`config.mk`:
```
export PLATFORM = sky130hd
export DESIGN_NAME = circular_fifo_with_search_core_flat
export DESIGN_NICKNAME = d
export VERILOG_FILES = /design/src/cfws_pkg.sv /design/src/cfws_req_if.sv /design/src/cfws_rsp_if.sv /design/src/circular_fifo_with_search_core.sv /design/src/cfws_ram.sv /design/src/cfws_seq.sv /design/src/flat_wrapper.sv
export SDC_FILE = /design/constraint.sdc
export NUM_CORES = 2
export LEC_CHECK = 0
export BUFFER_PORTS_ARGS = -buffer_cell sky130_fd_sc_hd__buf_2
export CAP_MARGIN = 20
export CELL_PAD_IN_SITES_DETAIL_PLACEMENT = 0
export CELL_PAD_IN_SITES_GLOBAL_PLACEMENT = 2
export CORE_MARGIN = 2
export CORE_UTILIZATION = 41
export DETAILED_ROUTE_END_ITERATION = 6
export PLACE_DENSITY = 0.75
export SLEW_MARGIN = 25
export SYNTH_ARGS = -nofsm -noshare
export SYNTH_HDL_FRONTEND = slang
export SYNTH_SLANG_ARGS = --single-unit
```
`constraint.sdc`:
```
create_clock -name clk -period 4.5 [get_ports clk]
set_input_delay 0 -clock clk [delete_from_list [all_inputs] [get_ports clk]]
set_output_delay 0 -clock clk [all_outputs]
set_load 0.02 [all_outputs]
```
`src/cfws_pkg.sv`:
```
`timescale 1ns / 1ps

package cfws_pkg;

  // default sizing
  localparam int DEFAULT_DEPTH      = 64;
  localparam int DEFAULT_DATA_WIDTH = 32;
  localparam int CAP_DEFAULT        = 64;

  // fixed field widths
  localparam int REQ_W = 3;
  localparam int CAP_W = 7;
  localparam int POS_W = 6;
  localparam int OCC_W = 7;
  localparam int ST_W  = 2;

  // request codes
  typedef enum logic [REQ_W-1:0] {
    REQ_ENQUEUE = 3'd0,
    REQ_DEQUEUE = 3'd1,
    REQ_PEEK    = 3'd2,
    REQ_CLEAR   = 3'd3,
    REQ_SEARCH  = 3'd4
  } req_code_t;

  // result status codes
  typedef enum logic [ST_W-1:0] {
    ST_OK        = 2'd0,
    ST_FULL      = 2'd1,
    ST_EMPTY     = 2'd2,
    ST_NOT_FOUND = 2'd3
  } status_t;

  // sequencer states
  typedef enum logic [1:0] {
    SEQ_IDLE,
    SEQ_FETCH,
    SEQ_SEARCH
  } seq_state_t;

  // configuration handed from the register to the sequencer
  typedef struct packed {
    logic             clear;
    logic [CAP_W-1:0] cap;
  } cfg_t;

endpackage

```
`src/cfws_req_if.sv`:
```
`timescale 1ns / 1ps

interface cfws_req_if #(
  parameter int DATA_WIDTH = cfws_pkg::DEFAULT_DATA_WIDTH
);
  logic                          valid;
  logic                          ready;
  logic [cfws_pkg::REQ_W-1:0]    req_type;
  logic signed [DATA_WIDTH-1:0]  value;

  modport source (output valid, input ready, output req_type, output value);
  modport sink   (input valid, output ready, input req_type, input value);
endinterface

```
`src/cfws_rsp_if.sv`:
```
`timescale 1ns / 1ps

interface cfws_rsp_if #(
  parameter int DATA_WIDTH = cfws_pkg::DEFAULT_DATA_WIDTH
);
  logic                          valid;
  logic                          ready;
  logic signed [DATA_WIDTH-1:0]  read_value;
  logic [cfws_pkg::POS_W-1:0]    found_position;
  logic [cfws_pkg::OCC_W-1:0]    occupancy;
  logic [cfws_pkg::ST_W-1:0]     status;

  modport source (output valid, input ready, output read_value, output found_position,
                  output occupancy, output status);
  modport sink   (input valid, output ready, input read_value, input found_position,
                  input occupancy, input status);
endinterface

```
`src/circular_fifo_with_search_core.sv`:
```
`timescale 1ns / 1ps

// Circular FIFO of signed words with a front-to-back search. Each request
// transaction (enqueue, dequeue, peek, clear, search) yields exactly one
// response transaction carrying the word read, the match position, the
// occupancy after the operation and a status. Enqueue, clear, rejections,
// search on an empty queue and unused request codes answer from the idle
// state; dequeue and peek go through the fetch state, as the storage memory
// has a registered read port; search of a non-empty queue stays in the
// search state while it compares entries up to and including the first
// match (all occupied entries if none matches, so at most DEPTH), as the
// single read port and comparator visit one entry per cycle. A new request
// is taken once the sequencer is idle and the response register is empty
// or being drained. The storage needs no clearing after reset. Writing the
// capacity register also empties the queue at the same clock edge.
module circular_fifo_with_search_core #(
  parameter int DEPTH      = cfws_pkg::DEFAULT_DEPTH,
  parameter int DATA_WIDTH = cfws_pkg::DEFAULT_DATA_WIDTH
) (
  input  logic                         clk,
  input  logic                         rst,
  input  logic                         cfg_we,
  input  logic [cfws_pkg::CAP_W-1:0]   cfg_wdata,
  cfws_req_if.sink                     req,
  cfws_rsp_if.source                   rsp
);

  localparam int IDX_W     = $clog2(DEPTH);
  localparam int CAP_RESET = (DEPTH < cfws_pkg::CAP_DEFAULT) ? DEPTH : cfws_pkg::CAP_DEFAULT;

  logic [cfws_pkg::CAP_W-1:0] cap, cap_next;
  cfws_pkg::cfg_t             cfg;

  logic                  mem_we;
  logic [IDX_W-1:0]      mem_waddr;
  logic [DATA_WIDTH-1:0] mem_wdata;
  logic [IDX_W-1:0]      mem_raddr;
  logic [DATA_WIDTH-1:0] mem_rdata;

  // capacity clamp: zero reads as one, above the store size reads as its size
  always_comb begin
    cap_next = cap;
    if (cfg_we) begin
      if (cfg_wdata == '0) begin
        cap_next = cfws_pkg::CAP_W'(1);
      end else if (32'(cfg_wdata) > DEPTH) begin
        cap_next = cfws_pkg::CAP_W'(DEPTH);
      end else begin
        cap_next = cfg_wdata;
      end
    end
  end

  // capacity register
  always_ff @(posedge clk) begin
    if (rst) begin
      cap <= cfws_pkg::CAP_W'(CAP_RESET);
    end else begin
      cap <= cap_next;
    end
  end

  // a capacity write empties the queue at the same edge
  assign cfg.clear = cfg_we;
  assign cfg.cap   = cap;

  cfws_seq #(
    .DEPTH      (DEPTH),
    .DATA_WIDTH (DATA_WIDTH),
    .IDX_W      (IDX_W)
  ) u_seq (
    .clk       (clk),
    .rst       (rst),
    .cfg       (cfg),
    .req       (req),
    .rsp       (rsp),
    .mem_we    (mem_we),
    .mem_waddr (mem_waddr),
    .mem_wdata (mem_wdata),
    .mem_raddr (mem_raddr),
    .mem_rdata (mem_rdata)
  );

  cfws_ram #(
    .DEPTH      (DEPTH),
    .DATA_WIDTH (DATA_WIDTH),
    .IDX_W      (IDX_W)
  ) u_ram (
    .clk   (clk),
    .we    (mem_we),
    .waddr (mem_waddr),
    .wdata (mem_wdata),
    .raddr (mem_raddr),
    .rdata (mem_rdata)
  );

  // capacity always within one and the store size
  a_cap_range: assert property (@(posedge clk) disable iff (rst)
    cap != '0 && 32'(cap) <= DEPTH)
    else $error("capacity out of range");

  // no new request while an undelivered response is held
  a_no_overrun: assert property (@(posedge clk) disable iff (rst)
    (req.valid && req.ready) |-> !(rsp.valid && !rsp.ready))
    else $error("request accepted over a pending response");

  // an empty rejection reports an empty queue
  a_empty_occ: assert property (@(posedge clk) disable iff (rst)
    (rsp.valid && rsp.status == cfws_pkg::ST_EMPTY) |-> rsp.occupancy == '0)
    else $error("empty status with non-zero occupancy");

endmodule

```
`src/cfws_ram.sv`:
```
`timescale 1ns / 1ps

module cfws_ram #(
  parameter int DEPTH      = cfws_pkg::DEFAULT_DEPTH,
  parameter int DATA_WIDTH = cfws_pkg::DEFAULT_DATA_WIDTH,
  parameter int IDX_W      = $clog2(DEPTH)
) (
  input  logic                  clk,
  input  logic                  we,
  input  logic [IDX_W-1:0]      waddr,
  input  logic [DATA_WIDTH-1:0] wdata,
  input  logic [IDX_W-1:0]      raddr,
  output logic [DATA_WIDTH-1:0] rdata
);

  logic [DATA_WIDTH-1:0] mem [DEPTH];

  // write port
  always_ff @(posedge clk) begin
    if (we) begin
      mem[waddr] <= wdata;
    end
  end

  // registered read port
  always_ff @(posedge clk) begin
    rdata <= mem[raddr];
  end

endmodule

```
`src/cfws_seq.sv`:
```
`timescale 1ns / 1ps

module cfws_seq #(
  parameter int DEPTH      = cfws_pkg::DEFAULT_DEPTH,
  parameter int DATA_WIDTH = cfws_pkg::DEFAULT_DATA_WIDTH,
  parameter int IDX_W      = $clog2(DEPTH)
) (
  input  logic                  clk,
  input  logic                  rst,
  input  cfws_pkg::cfg_t        cfg,
  cfws_req_if.sink              req,
  cfws_rsp_if.source            rsp,
  output logic                  mem_we,
  output logic [IDX_W-1:0]      mem_waddr,
  output logic [DATA_WIDTH-1:0] mem_wdata,
  output logic [IDX_W-1:0]      mem_raddr,
  input  logic [DATA_WIDTH-1:0] mem_rdata
);

  localparam int OCC_W = cfws_pkg::OCC_W;
  localparam int POS_W = cfws_pkg::POS_W;
  localparam int CMP_W = ((IDX_W > cfws_pkg::CAP_W) ? IDX_W : cfws_pkg::CAP_W) + 1;

  cfws_pkg::seq_state_t state, state_next;

  logic [IDX_W-1:0]      head, head_next;
  logic [IDX_W-1:0]      tail, tail_next;
  logic [IDX_W-1:0]      idx, idx_next;
  logic [OCC_W-1:0]      count, count_next;
  logic [OCC_W-1:0]      pos_cnt, pos_cnt_next;
  logic [cfws_pkg::REQ_W-1:0] op, op_next;
  logic [DATA_WIDTH-1:0] key, key_next;

  logic                  rsp_valid, rsp_valid_next;
  logic [DATA_WIDTH-1:0] rsp_read_value, rsp_read_value_next;
  logic [POS_W-1:0]      rsp_pos, rsp_pos_next;
  logic [OCC_W-1:0]      rsp_occ, rsp_occ_next;
  cfws_pkg::status_t     rsp_status, rsp_status_next;

  logic accept;

  // index step with wrap at the capacity in use
  function automatic logic [IDX_W-1:0] adv(input logic [IDX_W-1:0] i,
                                           input logic [cfws_pkg::CAP_W-1:0] c);
    logic [CMP_W-1:0] nx;
    nx = CMP_W'(i) + CMP_W'(1);
    if (nx >= CMP_W'(c) || nx >= CMP_W'(DEPTH)) begin
      return '0;
    end
    return nx[IDX_W-1:0];
  endfunction

  assign req.ready          = (state == cfws_pkg::SEQ_IDLE) && (!rsp_valid || rsp.ready);
  assign accept             = req.valid && req.ready;
  assign rsp.valid          = rsp_valid;
  assign rsp.read_value     = rsp_read_value;
  assign rsp.found_position = rsp_pos;
  assign rsp.occupancy      = rsp_occ;
  assign rsp.status         = rsp_status;

  assign mem_waddr = tail;
  assign mem_wdata = req.value;

  // state register
  always_ff @(posedge clk) begin
    if (rst) begin
      state <= cfws_pkg::SEQ_IDLE;
    end else begin
      state <= state_next;
    end
  end

  // control registers
  always_ff @(posedge clk) begin
    if (rst) begin
      head      <= '0;
      tail      <= '0;
      count     <= '0;
      rsp_valid <= 1'b0;
    end else begin
      head      <= head_next;
      tail      <= tail_next;
      count     <= count_next;
      rsp_valid <= rsp_valid_next;
    end
  end

  // working and result payload registers
  always_ff @(posedge clk) begin
    idx            <= idx_next;
    pos_cnt        <= pos_cnt_next;
    op             <= op_next;
    key            <= key_next;
    rsp_read_value <= rsp_read_value_next;
    rsp_pos        <= rsp_pos_next;
    rsp_occ        <= rsp_occ_next;
    rsp_status     <= rsp_status_next;
  end

  // sequencer: next state, index updates, shared compare unit and result load
  always_comb begin
    state_next          = state;
    head_next           = head;
    tail_next           = tail;
    idx_next            = idx;
    count_next          = count;
    pos_cnt_next        = pos_cnt;
    op_next             = op;
    key_next            = key;
    rsp_valid_next      = rsp_valid && !rsp.ready;
    rsp_read_value_next = rsp_read_value;
    rsp_pos_next        = rsp_pos;
    rsp_occ_next        = rsp_occ;
    rsp_status_next     = rsp_status;
    mem_we              = 1'b0;
    mem_raddr           = head;

    unique case (state)
      cfws_pkg::SEQ_IDLE: begin
        if (accept) begin
          op_next             = req.req_type;
          key_next            = req.value;
          rsp_read_value_next = '0;
          rsp_pos_next        = '0;
          rsp_status_next     = cfws_pkg::ST_OK;
          rsp_occ_next        = count;
          rsp_valid_next      = 1'b1;
          unique case (req.req_type)
            cfws_pkg::REQ_ENQUEUE: begin
              if (count >= cfg.cap) begin
                rsp_status_next = cfws_pkg::ST_FULL;
              end else begin
                mem_we       = 1'b1;
                tail_next    = adv(tail, cfg.cap);
                count_next   = count + OCC_W'(1);
                rsp_occ_next = count + OCC_W'(1);
              end
            end
            cfws_pkg::REQ_DEQUEUE, cfws_pkg::REQ_PEEK: begin
              if (count == '0) begin
                rsp_status_next = cfws_pkg::ST_EMPTY;
              end else begin
                // wait for the registered read of the front entry
                rsp_valid_next = 1'b0;
                state_next     = cfws_pkg::SEQ_FETCH;
              end
            end
            cfws_pkg::REQ_CLEAR: begin
              head_next    = '0;
              tail_next    = '0;
              count_next   = '0;
              rsp_occ_next = '0;
            end
            cfws_pkg::REQ_SEARCH: begin
              if (count == '0) begin
                rsp_status_next = cfws_pkg::ST_NOT_FOUND;
              end else begin
                rsp_valid_next = 1'b0;
                idx_next       = adv(head, cfg.cap);
                pos_cnt_next   = '0;
                state_next     = cfws_pkg::SEQ_SEARCH;
              end
            end
            default: begin
            end
          endcase
        end
      end

      cfws_pkg::SEQ_FETCH: begin
        rsp_read_value_next = mem_rdata;
        rsp_pos_next        = '0;
        rsp_status_next     = cfws_pkg::ST_OK;
        rsp_occ_next        = count;
        rsp_valid_next      = 1'b1;
        if (op == cfws_pkg::REQ_DEQUEUE) begin
          head_next    = adv(head, cfg.cap);
          count_next   = count - OCC_W'(1);
          rsp_occ_next = count - OCC_W'(1);
        end
        state_next = cfws_pkg::SEQ_IDLE;
      end

      cfws_pkg::SEQ_SEARCH: begin
        // one stored entry compared per cycle, next read issued alongside
        mem_raddr           = idx;
        rsp_read_value_next = '0;
        rsp_occ_next        = count;
        if (mem_rdata == key) begin
          rsp_pos_next    = pos_cnt[POS_W-1:0];
          rsp_status_next = cfws_pkg::ST_OK;
          rsp_valid_next  = 1'b1;
          state_next      = cfws_pkg::SEQ_IDLE;
        end else if (pos_cnt + OCC_W'(1) == count) begin
          rsp_pos_next    = '0;
          rsp_status_next = cfws_pkg::ST_NOT_FOUND;
          rsp_valid_next  = 1'b1;
          state_next      = cfws_pkg::SEQ_IDLE;
        end else begin
          idx_next     = adv(idx, cfg.cap);
          pos_cnt_next = pos_cnt + OCC_W'(1);
        end
      end

      default: begin
        state_next = cfws_pkg::SEQ_IDLE;
      end
    endcase

    // capacity write empties the queue
    if (cfg.clear) begin
      head_next  = '0;
      tail_next  = '0;
      count_next = '0;
    end
  end

endmodule
```
`src/flat_wrapper.sv`:
```
// flat-port wrapper written by rule: the top's interface ports become plain ports
module circular_fifo_with_search_core_flat 
#(
  parameter int DEPTH      = cfws_pkg::DEFAULT_DEPTH,
  parameter int DATA_WIDTH = cfws_pkg::DEFAULT_DATA_WIDTH
)
  (clk, rst, cfg_we, cfg_wdata, req_valid, req_ready, req_req_type, req_value, rsp_valid, rsp_ready, rsp_read_value, rsp_found_position, rsp_occupancy, rsp_status);
  cfws_req_if #(.DATA_WIDTH(DATA_WIDTH)) req_i ();
  cfws_rsp_if #(.DATA_WIDTH(DATA_WIDTH)) rsp_i ();
  input  logic clk;
  input  logic rst;
  input  logic cfg_we;
  input  logic [cfws_pkg::CAP_W-1:0] cfg_wdata;
  input wire logic [$bits(req_i.valid)-1:0] req_valid;
  output wire logic [$bits(req_i.ready)-1:0] req_ready;
  input wire logic [$bits(req_i.req_type)-1:0] req_req_type;
  input wire logic [$bits(req_i.value)-1:0] req_value;
  output wire logic [$bits(rsp_i.valid)-1:0] rsp_valid;
  input wire logic [$bits(rsp_i.ready)-1:0] rsp_ready;
  output wire logic [$bits(rsp_i.read_value)-1:0] rsp_read_value;
  output wire logic [$bits(rsp_i.found_position)-1:0] rsp_found_position;
  output wire logic [$bits(rsp_i.occupancy)-1:0] rsp_occupancy;
  output wire logic [$bits(rsp_i.status)-1:0] rsp_status;
  assign req_i.valid = req_valid;
  assign req_ready = req_i.ready;
  assign req_i.req_type = req_req_type;
  assign req_i.value = req_value;
  assign rsp_valid = rsp_i.valid;
  assign rsp_i.ready = rsp_ready;
  assign rsp_read_value = rsp_i.read_value;
  assign rsp_found_position = rsp_i.found_position;
  assign rsp_occupancy = rsp_i.occupancy;
  assign rsp_status = rsp_i.status;
  circular_fifo_with_search_core #(.DEPTH(DEPTH), .DATA_WIDTH(DATA_WIDTH)) u_core (.clk(clk), .rst(rst), .cfg_we(cfg_we), .cfg_wdata(cfg_wdata), .req(req_i), .rsp(rsp_i));
endmodule
```
# == Word level (Yosys, flattened, before mapping) ==
# Memories as Yosys holds them, arrays and structs flattened. A register that Yosys moved wholly into a read port is not among the register bits.
# Index checks and enable logic that the tools add are counted.
# Widths: inputs -> output; s select.
# classes
addsub,6
n_mul,0
div,0
magnitude_cmp,8
n_eq_ne,21
n_shift,0
mux,83
bitwise_logic,0
reduce_logical,28
# op_table
operator,count
$mux 6,20
$pmux 32 s3,1
$mux 7,10
$pmux 7 s2,3
$pmux 6 s2,3
$eq 32x32->1,1
$mux 32,1
$ge 7x7->1,4
$mux 1,28
$add 6x1->7 const B,3
$ge 7x7->1 const B,3
$pmux 7 s3,1
$mux 2,10
$pmux 6 s3,1
$add 7x1->7 const B,2
$logic_not 7->1,2
$ne 2x2->1 const B,6
$pmux 2 s3,2
$ne 3x3->1 const B,3
$pmux 2 s2,2
$reduce_and 4->1,2
$eq 7x7->1,1
$gt 7x7->1 const B,1
$sub 7x1->7 const B,1
other kinds (21),35
# word_totals
reg_bits,124
latch_bits,0
ram_bits,2048
mem_bits_ro,0
inputBits,47
out_inout_bits,49
elab_cells,161
n_memories,1
# memory_table
memory,words,word_bits,read_ports,rd_clocked_by_memory_dff,wr,line,text
u_core.u_ram.mem,64,32,1,1,1,cfws_ram.sv:16,logic [DATA_WIDTH-1:0] mem [DEPTH];

# == Logic depth before layout (Yosys ltp) ==
# logic_depth
word_depth,13
mapped_depth,15
mapped_depth_nobuf,10

# == By module ==
# From an unflattened synthesis, not the netlist that was laid out.
# hier_totals
hier_cells,4142
area_unflattened_um2,86008.7
# by_module_without_submodules
mod,n_inst,cells_each,area_each_um2,seq_area_each_um2
cfws_ram,1,3511,79039.6,62139.6
cfws_seq,1,598,6648.9,3293.2
circular_fifo_with_search_core,1,33,320.3,140.1

# == Worst setup path before layout ==
# Ideal clock, no wire load.
# synth_timing
path_type,register to register
from,register u_core.u_seq.count[0]
to,memory u_core.u_ram.mem[46][0] (netlist name) (enable)
setup_time_ps,421
arrival_time_ps,3890
required_ps,4079
slack_ps,189
stages_incl_launch_ff,12
n_path_buf,1
synth_period_minus_slack_ps,4311
path_cell_list,dfxtp_1 -> clkbuf_1 -> inv_1 -> ha_1 -> nand2b_1 -> a21o_1 -> a21o_1 -> a31oi_1 -> nand2_1 -> nor3_1 -> nand3_1 -> nor2_1
# synth_between
elab_chain_cells,7
# synth_rtl
element,line,text
from (decl),cfws_seq.sv:29,"logic [OCC_W-1:0] count, count_next;"
from (signal assigned),cfws_seq.sv:83,count <= count_next;
$ge 7x7->1,cfws_seq.sv:130,if (count >= cfg.cap) begin
$mux 1,cfws_seq.sv:130,
$mux 1,cfws_seq.sv:128,unique case (req.req_type)
$mux 1,cfws_seq.sv:120,if (accept) begin
$mux 1,cfws_seq.sv:118,unique case (state)
$mux 1,cfws_ram.sv:20,if (we) begin
$mux 1 (not written as such),cfws_ram.sv:21,mem[waddr] <= wdata;
to (decl),cfws_ram.sv:16,
# Every way passes these cells.

# == Worst setup path in the final report ==
# layout_timing
from,register u_core.u_seq.state[0]
to,"register u_core.u_ram.rdata[8], read port of u_core.u_ram.mem"
# layout_between
elab_chain_cells,2
# layout_rtl
element,line,text
from (decl),cfws_seq.sv:24,"cfws_pkg::seq_state_t state, state_next;"
from (signal assigned),cfws_seq.sv:67,state <= cfws_pkg::SEQ_IDLE;
from (signal assigned),cfws_seq.sv:69,state <= state_next;
$eq 2x2->1,cfws_seq.sv:118,
$mux 6,cfws_seq.sv:118,
to (decl),cfws_ram.sv:13,output logic [DATA_WIDTH-1:0] rdata
# Every way passes these cells.
# A chain may end at the register's enable or synchronous reset.

==> key figures <==
Status
  – Status: complete, but fails checks
  – Failing checks: design-rule violations

Timing
  – # setup viols final: 0
  – Layout Skew: 0.04550 ns
  – Setup repair after global routing missed its margin: false
  – Fin crit period: 4.452 ns
  – Final Hold Vio Count: 0
  – Total negative slack: 0 ns
  – Max Clk Rate: 224.6 MHz
  – Slew headroom: 14.97%
  – Final period util: 98.93%
  – Final Max Tran Viols: 0
  – Slew @ Worst Pin: 1.266 ns

Finish
  – Nets: 7263
  – Area of the multi-input gates: 0.02330 mm²
  – P&R area growth vs syn: 16.68%
  – FF+latch area: 0.06558 mm²
  – Post-route cell area: 0.1056 mm²
  – Most frequent cells in the layout: 2143 x edfxtp_1, 718 x a21oi_1, 658 x nor2_1, 658 x o21ai_0, 583 x nand2_1
  – Most common cell after layout, fill and taps aside: edfxtp_1
  – Layout cells sized above 1: 13.12%
  – Fillers: 19150

Drt
  – Antenna Nets Post-Route: 0
  – Drt initial violations: 9670
  – Remaining DRCs: 40
  – Vias/cell: 6.369
  – DR vias: 65310
  – 1st-pass router iterations: 7
  – WL/cell: 34.15 µm
  – Post-Route WL: 350200 µm

Clock network
  – CTS tree: built
  – Clk pin slew, worst setup/hold paths: 0.06 ns
  – H-tree levels: 4
  – Clock root cell: clkbuf_16
  – Maximum buffer depth of the clock tree: 3
  – Total CTS buffers: 227
  – Post CTS Setup Buffer Count: 0
  – Total clock sinks: 2204
  – Clk_lat worst skew: 0.92 ns

Synth
  – Post-Syn Area: 0.09047 mm²
  – Synth unique cells: 86
  – XOR/XNOR share of the synthesized area: 0.5989%
  – Post-synthesis mux area share: 0.2877%
  – Main area contributors after synthesis: edfxtp_1 71%, a21oi_1 4.0%, o21ai_0 3.7%, nor2_1 3.0%, nand2_1 2.4%
  – Post-Syn Instances: 6854
  – EDFF count, synth: 2143
  – Seq cells post-synth: 2204
  – Simple-gate portion of the synthesized area: 7.774%
  – Ys flop type: edfxtp_1
  – Largest family of logic cells by synthesized area: compound AO/OA/AOI/OAI gates
  – Post-Syn Nets: 6939
  – Complex-gate fraction of the synthesized area: 15.72%
  – Sequential share of the synthesized area: 72.48%
  – YS warnings: 0
  – Avg Cell Area, Syn: 13.20 µm²
  – Post-synth ARST share: 0%
  – Top cell type's share of synthesized area: 71.13%
  – Area leader, netlist: edfxtp_1
  – Adder-cell share of the synthesized area: 0.5256%

Floorplan
  – Std-Cell Rows: 172
  – Die Wd: 473.7 µm
  – Die area: 0.2244 mm²
  – Initial Util: 41.21%
  – Num ports: 96
  – Core area: 0.2195 mm²
  – Die height: 473.7 µm

Global route
  – GRT overflow: 0
  – Overall Global Routing Usage: 30.60%
  – Largest net degree at the start of global routing: 112
  – Number of global-route vias before repair: 60630
  – First-pass GRT wire length: 482400 µm
  – Initial antenna violation count: 25

Placement
  – RePlAce Congestion: 0.8993
  – DP Area: 0.09759 mm²
  – Hpwl dp: 208300 µm
  – Count of buffers from port buffering: 95

Min path
  – Min-Delay Startpoint: req_value[8]
  – Hold Crit Class: primary input to register

Power and ir drop
  – Max VDD drop: 0.3625 mV
  – Pwr dens: 430.9 mW/mm²
  – Lkg Pwr: 34.19 nW

Setup path
  – Type of the worst setup path: register to register
  – Setup crit start: u_core.u_seq.state[0]
  – Nature of the critical path startpoint: register
  – CP required: 5.24 ns
  – Crit path capture type: register
  – Critical path arrival: 5.19 ns
  – Worst reg2reg path startpoint: u_core.u_seq.state[0]
  – CP Max Fanout: 56

Flow run
  – Max cap viols: 0
## final timing paths
kind | endpoint | slack [ns] | cells after the start
worst min register to register | u_core.u_seq.state[1] | 0.56 | 2
worst max register to register | u_core.u_ram.rdata[8] | 0.05 | 13
worst min-delay path | u_core.u_seq.key[8] | 0.04 | 2
worst max-delay path | u_core.u_ram.rdata[8] | 0.05 | 13
## what timing repair did
item	CTS	global route
hold buffers	67	0
gates resized for setup	0	1
endpoints found under the hold margin	1947	0
setup endpoints to repair	0	1
## cells by family after synthesis
kind of cell | after synthesis
muxes | 21
buffers and inverters | 518
xor gates and xnor gates | 57
and+or+nand+nor | 1678
adders and majority gates | 38
DFF | 2204
AOI/OAI and AO/OA | 2338
## worst max-delay path, cell delays in order, from the launching register on
cell and delay (ns):
dfxtp_1 0.36, inv_1 0.11, ha_4 0.32, buf_4 0.31, nor3b_2 0.45, a21o_4 0.20
buf_12 0.24, buf_12 0.34, a211o_1 0.17, a21oi_1 0.08, nor3_1 0.35, nor3_1 0.14
nor3_1 1.02, a31oi_1 0.05
## stage by stage
| step | utilization, % | hold WS, ns | cells | total power, mW | worst slack (ns) |
|---|---|---|---|---|---|
| floorplan | - | 0.07238 | 6854 | 25.37 | 0.1885 |
| global placement | 44.44 | 0.2725 | 9751 | 27.25 | -0.01038 |
| global route | 48.07 | 0.01231 | 10240 | 46.63 | 0.04677 |
| CTS | 48.06 | 0.009117 | 10240 | 45.58 | 0.1458 |
| detailed placement | 44.46 | 0.2744 | 9752 | 27.28 | 0.1854 |
| finish | 48.09 | 0.04107 | 10260 | 45.48 | 0.04819 |
## Yosys cell counts, drive strengths merged (10+ instances only)
| library cell | number |
|---|---|
| o211ai | 123 |
| a221oi | 43 |
| a22o | 11 |
| o221ai | 81 |
| a21boi | 49 |
| mux2i | 13 |
| o311ai | 11 |
| nor2 | 731 |
| a21o | 54 |
| buf | 287 |
| o21ai | 665 |
| xnor2 | 45 |
| nand2 | 584 |
| nand3 | 93 |
| o21bai | 18 |
| clkbuf | 201 |
| nor2b | 10 |
| edfxtp | 2143 |
| a31oi | 96 |
| ha | 38 |
| o2111ai | 30 |
| a211oi | 118 |
| a32oi | 19 |
| nor3 | 80 |
| inv | 30 |
| nand4 | 20 |
| o22ai | 152 |
| a22oi | 34 |
| a41oi | 13 |
| and2 | 50 |
| a21oi | 722 |
| o41ai | 16 |
| nand2b | 30 |
| nor4 | 46 |
| dfxtp | 61 |
## power breakdown
part / internal (mW) / leakage, nW / switching [mW]
sequential: 23.0 / 19.9 / 0.315
combinational: 1.03 / 10.8 / 2.64
clock: 10.3 / 3.55 / 8.22
## registers in the layout, indices dropped and copies added, names as in the netlist, 7 cells and up
signal,cells
u_core.cap,7
u_core.u_ram.mem,2048
u_core.u_ram.rdata,32
u_core.u_seq.count,7
u_core.u_seq.key,32
u_core.u_seq.pos_cnt,7
u_core.u_seq.rsp.occupancy,7
u_core.u_seq.rsp.read_value,32
## area by class of cell
class | count | share of cell area, %
clock inverters | 134 | 1.136
multi-input cells | 4132 | 22.08
diodes | 16 | 0.03793
well taps | 2871 | 3.403
flip-flops and latches | 2204 | 62.13
repair buffers | 583 | 5.389
clock buffers | 285 | 5.724
inverters | 30 | 0.1067
## layer usage
layer / up-vias / track usage [%] / wire [µm]
met5: - / 0 / 135
met4: 20 / 11.38 / 14230
met1: 33530 / 42.77 / 141200
li1: 27090 / - / -
met3: 731 / 6.614 / 37880
met2: 3951 / 46.91 / 156800
Power figures use the tool's default switching activity.
